### src/hw/rtl/assert_macros.svh
// Assertion helpers shared by the RTL files.
// Every assertion samples on the rising edge of i_clk and is switched off while reset is held.
`ifndef ASSERT_MACROS_SVH
`define ASSERT_MACROS_SVH

// A property that must hold at every clock edge outside reset.
`define ASSERT_ON(lbl, prop, msg) \
    lbl: assert property (@(posedge i_clk) disable iff (!i_rst_n) (prop)) else $error(msg);

// A condition that must be followed by another one in the next cycle.
`define ASSERT_NEXT(lbl, ante, cons, msg) \
    lbl: assert property (@(posedge i_clk) disable iff (!i_rst_n) (ante) |=> (cons)) \
        else $error(msg);

`endif

### src/hw/rtl/atbp_pkg.sv
`timescale 1ns / 1ps

package atbp_pkg;

    // Fixed-point format: rates are Q16.FRAC_BITS, token levels Q32.FRAC_BITS.
    localparam int FRAC_BITS  = 16;
    localparam int RATE_W     = 32;
    localparam int TIME_W     = 32;
    localparam int COST_W     = 16;
    localparam int DEPTH_W    = 16;
    localparam int SCORE_W    = 16;
    localparam int LEVEL_W    = 32 + FRAC_BITS;
    localparam int CFG_IDX_W  = 2;
    localparam int CFG_DATA_W = 32;

    // Request kinds.
    typedef logic [1:0] t_req_type;
    localparam t_req_type REQ_PACKET  = 2'd0;
    localparam t_req_type REQ_ADJUST  = 2'd1;
    localparam t_req_type REQ_AWARD   = 2'd2;
    localparam t_req_type REQ_RESTART = 2'd3;

    // Configuration register indexes.
    localparam logic [CFG_IDX_W-1:0] REG_BUCKET_DEPTH = 2'd0;
    localparam logic [CFG_IDX_W-1:0] REG_INITIAL_RATE = 2'd1;

    // Register values after reset.
    localparam logic [DEPTH_W-1:0] DEPTH_RESET = 16'd64;
    localparam logic [RATE_W-1:0]  RATE_RESET  = 32'd65536;

    // floor(r / 5) for any 32-bit r equals (r * RECIP5) >> RECIP5_SHIFT.
    localparam logic [RATE_W-1:0] RECIP5       = 32'hCCCC_CCCD;
    localparam int                RECIP5_SHIFT = 34;
    localparam int                QUOT5_W      = RATE_W - 2;

    // Rate and score state, handed between the top level and the rate unit.
    typedef struct packed {
        logic [RATE_W-1:0]         rate_now;
        logic [RATE_W-1:0]         rate_before;
        logic signed [SCORE_W-1:0] score_up;
        logic signed [SCORE_W-1:0] score_down;
    } t_rate_state;

    // Full-bucket level for a given depth in whole tokens.
    function automatic logic [LEVEL_W-1:0] cap_of(input logic [DEPTH_W-1:0] depth);
        cap_of = {{(LEVEL_W - DEPTH_W - FRAC_BITS){1'b0}}, depth, {FRAC_BITS{1'b0}}};
    endfunction

endpackage

### src/hw/rtl/atbp_refill.sv
`timescale 1ns / 1ps

// Bucket refill and policing decision for one packet.
module atbp_refill import atbp_pkg::*; (
    input  logic [LEVEL_W-1:0] i_level,
    input  logic [TIME_W-1:0]  i_last_time,
    input  logic [RATE_W-1:0]  i_rate,
    input  logic [DEPTH_W-1:0] i_depth,
    input  logic [TIME_W-1:0]  i_time_now,
    input  logic [COST_W-1:0]  i_token_cost,
    output logic [LEVEL_W-1:0] o_level,
    output logic               o_dropped
);

    localparam int ADD_W = TIME_W + RATE_W;

    logic [TIME_W-1:0]  ticks;
    logic [ADD_W-1:0]   add;
    logic [LEVEL_W-1:0] cap;
    logic [LEVEL_W-1:0] room;
    logic [LEVEL_W-1:0] need;
    logic [LEVEL_W-1:0] filled;
    logic               full;
    logic               pass;

    // Elapsed ticks wrap modulo the timer width; the product is exact.
    assign ticks = i_time_now - i_last_time;
    assign add   = {{RATE_W{1'b0}}, ticks} * {{TIME_W{1'b0}}, i_rate};

    // Refill, saturating at the bucket depth.
    assign cap    = cap_of(i_depth);
    assign room   = cap - i_level;
    assign full   = (i_level >= cap) || (add >= {{(ADD_W - LEVEL_W){1'b0}}, room});
    assign filled = full ? cap : (i_level + add[LEVEL_W-1:0]);

    // The packet passes and pays when enough tokens are held.
    assign need      = {{(LEVEL_W - COST_W - FRAC_BITS){1'b0}}, i_token_cost,
                        {FRAC_BITS{1'b0}}};
    assign pass      = (filled >= need);
    assign o_level   = pass ? (filled - need) : filled;
    assign o_dropped = !pass;

endmodule

### config.mk
export PLATFORM = sky130hd
export DESIGN_NAME = atbp_refill
export DESIGN_NICKNAME = d
export VERILOG_FILES = /design/src/hw/rtl/assert_macros.svh /design/src/hw/rtl/atbp_pkg.sv /design/src/hw/rtl/atbp_refill.sv
export SDC_FILE = /design/constraint.sdc
export NUM_CORES = 2
export LEC_CHECK = 0
export ABC_AREA = 0
export BUFFER_PORTS_ARGS = -buffer_cell sky130_fd_sc_hd__buf_4
export CORE_MARGIN = 4
export CORE_UTILIZATION = 35
export DETAILED_ROUTE_END_ITERATION = 10
export GPL_ROUTABILITY_DRIVEN = 0
export PLACE_DENSITY = 0.52
export SLEW_MARGIN = 10
export SYNTH_ARGS = -nofsm -noshare
export SYNTH_HDL_FRONTEND = slang
export SYNTH_SLANG_ARGS = --single-unit
export TNS_END_PERCENT = 20
### constraint.sdc
create_clock -name vclk -period 19.4
set_input_delay 0.97 -clock vclk [all_inputs]
set_output_delay 0.97 -clock vclk [all_outputs]
set_load 0.005 [all_outputs]
==> results by group <==
Status
  • Status: finished clean

Layout
  • Layout area overhead: 8.24%
  • Layout cell share with drive strength beyond 1: 0.0794
  • Most frequent cells in the layout: inv_1 (979), fa_1 (899), nand2_1 (637), and2_1 (512), ha_1 (415)
  • Nets: between 6000 and 7000
  • Non-Filler Instances: 7014
  • Filler instances: about 13000
  • FF+latch count: 0
  • Area of the multi-input gates: between 30000 and 40000 µm²
  • Reg area: 0 µm²
  • Commonest non-fill, non-tap cell in the layout: inv_1
  • CLK BUF: 0

Synthesis
  • Fraction of the mapped netlist area in simple logic gates: 0.221
  • Largest family of logic cells by synthesized area: adder cells
  • Mux cell area share after synthesis: 0.00495
  • Post-synthesis xor/xnor area fraction: 0.0344
  • Post-synthesis instance total: around 5400
  • Ys Warns: 0
  • Leading post-synthesis cells by cell area: fa_1 (41%), ha_1 (12%), inv_1 (8.3%), and2_1 (7.2%), nand2_1 (5.4%)
  • Syn nets: 6866
  • Compound-Gate Fraction of Synth Area: 0.102
  • Sequential fraction of the synthesis area: 0
  • Adder-Cell Fraction of Synth Area: 0.526
  • Avg Cell Area, Syn: 8.24 µm²
  • Mapped cell area: ~44000 µm²
  • Synth unique cells: 85
  • Synth area leader: fa_1
  • Yosys top cell area share: 0.407

Drt
  • Via/cell ratio: about 5.2
  • DRC Markers: 0
  • Routed length per instance: 19.7 µm
  • Drt total wl: around 140000 µm
  • Detail Route Antenna Nets: 0
  • Vias after detailed routing: 36600
  • First drt pass iteration count: 5
  • Initial drt markers: approximately 2000

Flow run
  • Max-cap violations: 0

Timing
  • Relative slew slack: 0.168
  • Period minus WS final: 18.42 ns
  • Tcrit/Tclk final: 0.949
  • Final setup fails: 0
  • FMAX: 54.3 MHz
  • Slew @ Worst Pin: around 1.2 ns
  • Final Hold Vio Count: 0
  • Slew Limit Fails: 0

Setup path
  • Crit Path Class: in2out
  • CP most frequent cell: fa_1
  • Critical Path AT: about 17 ns
  • Max incr delay on CP: ~0.68 ns
  • CP Capture Type: output port
  • CP required: 18.43 ns
  • Crit path max fanout: 8
  • Slowest-stage cell, CP: or4b_2
  • CP Launch Type: input port

Hold path
  • Hold EP: o_level[0]
  • Hold WC Path Type: in2out
  • Hold depth: 4
  • Hold path startpoint: i_level[0]

GRT
  • GRT Util Overall: 0.210
  • Global routing usage on met2: 0.361
  • Vias in the first global route: 38600
  • Met3 GRT Util: 0.0179
  • GRT Residual Overflow: 0
  • GRT busiest layer: met2
  • First-pass GRT wire length: 222000 µm
  • Largest net degree at the start of global routing: 91
  • Met1 Use GR: 0.299
  • Antenna violations before repair: 3

Die
  • Chip height: 364 µm
  • IO Pins: 225
  • Core area: about 130000 µm²
  • Cell Rows: 130
  • Die X: approximately 360 µm
  • Die area: ~130000 µm²
  • Starting density of the core: 0.352

Clocking
  • Hold buffer count at CTS: 0

Placement
  • Post-Place Cells: about 7000
  • DP HPWL: roughly 120000 µm
  • Buffers on Ports: between 200 and 250
[per-stage QoR]
step	hold slack, ns	worst slack (ns)	instance area, µm²	TNS [ns]	utilization
finish	2.44	0.984	47900	0	0.381
global route	2.44	-0.0227	47900	-0.0443	0.381
CTS	2.43	0.383	47600	0	0.379
detailed placement	2.42	0.478	47600	0	0.379
global placement	2.45	0.846	47600	0	0.379
floorplan	2.13	2.33	44200	0	-
[area by class of cell]
cell class         count  share of cell area
multi-input cells   4065               0.829
repair buffers       317              0.0509
inverters            980              0.0768
diodes                 2            0.000105
well taps           1650              0.0431
[per-layer routing]
| layer | up-vias | wire length (µm) |
|---|---|---|
| li1 | 16900 | - |
| met1 | 18700 | 64100 |
| met2 | 870 | 66000 |
| met3 | 94 | 6370 |
| met4 | 2 | 1610 |
| met5 | - | 13 |
[worst max path at each step]
stage / startpoint / end / slack, ns / cells past startpoint
floorplan: i_time_now[0] / o_level[39] / 2.33 / 66
global placement: i_last_time[1] / o_level[43] / 0.85 / 67
detailed placement: i_last_time[0] / o_level[43] / 0.48 / 64
CTS: i_last_time[1] / o_level[43] / 0.38 / 64
global route: i_last_time[0] / o_level[45] / -0.02 / 69
finish: i_last_time[0] / o_level[43] / 0.98 / 66
[synth_stat cells (10+ instances only)]
cell,count
a211o_1,11
a211oi_1,40
a21boi_0,12
a21o_1,63
a21oi_1,190
a311oi_1,22
a31oi_1,25
and2_1,512
and3_1,28
and4_1,31
buf_1,12
buf_2,16
clkbuf_1,292
fa_1,899
ha_1,422
inv_1,979
mux2_2,15
nand2_1,637
nand2b_1,45
nand3_1,113
nand3b_1,10
nand4_1,59
nor2_1,204
nor2b_1,52
nor3_1,45
nor4_1,18
nor4b_1,55
o211ai_1,32
o21a_1,22
o21ai_0,97
o21ai_1,17
o21bai_1,31
o31ai_1,15
or2_2,11
or3_1,23
or4b_2,17
xnor2_1,110
xor2_1,61
[timing repair]
item | CTS | global route
endpoints found under the setup margin | 0 | 33
buffers inserted | 0 | 13
resized for setup | 0 | 34
[cell families (layout without fill, tap and decap cells)]
| kind of cell | Yosys count | count (layout) |
|---|---|---|
| other cells | 0 | 2 |
| mux | 20 | 20 |
| fa+ha+maj | 1321 | 1321 |
| compound gates | 672 | 672 |
| simple gates | 1880 | 1880 |
| buf+inv | 1304 | 1297 |
| xor+xnor | 172 | 172 |
[worst max-delay path, delay by kind of cell]
kind            cells  cell delay (ns)
compound gates     25             5.04
xor+xnor            2             0.65
fa+ha+maj          13             5.71
buf+inv            11             1.59
mux                 1             0.42
simple gates       14             2.99
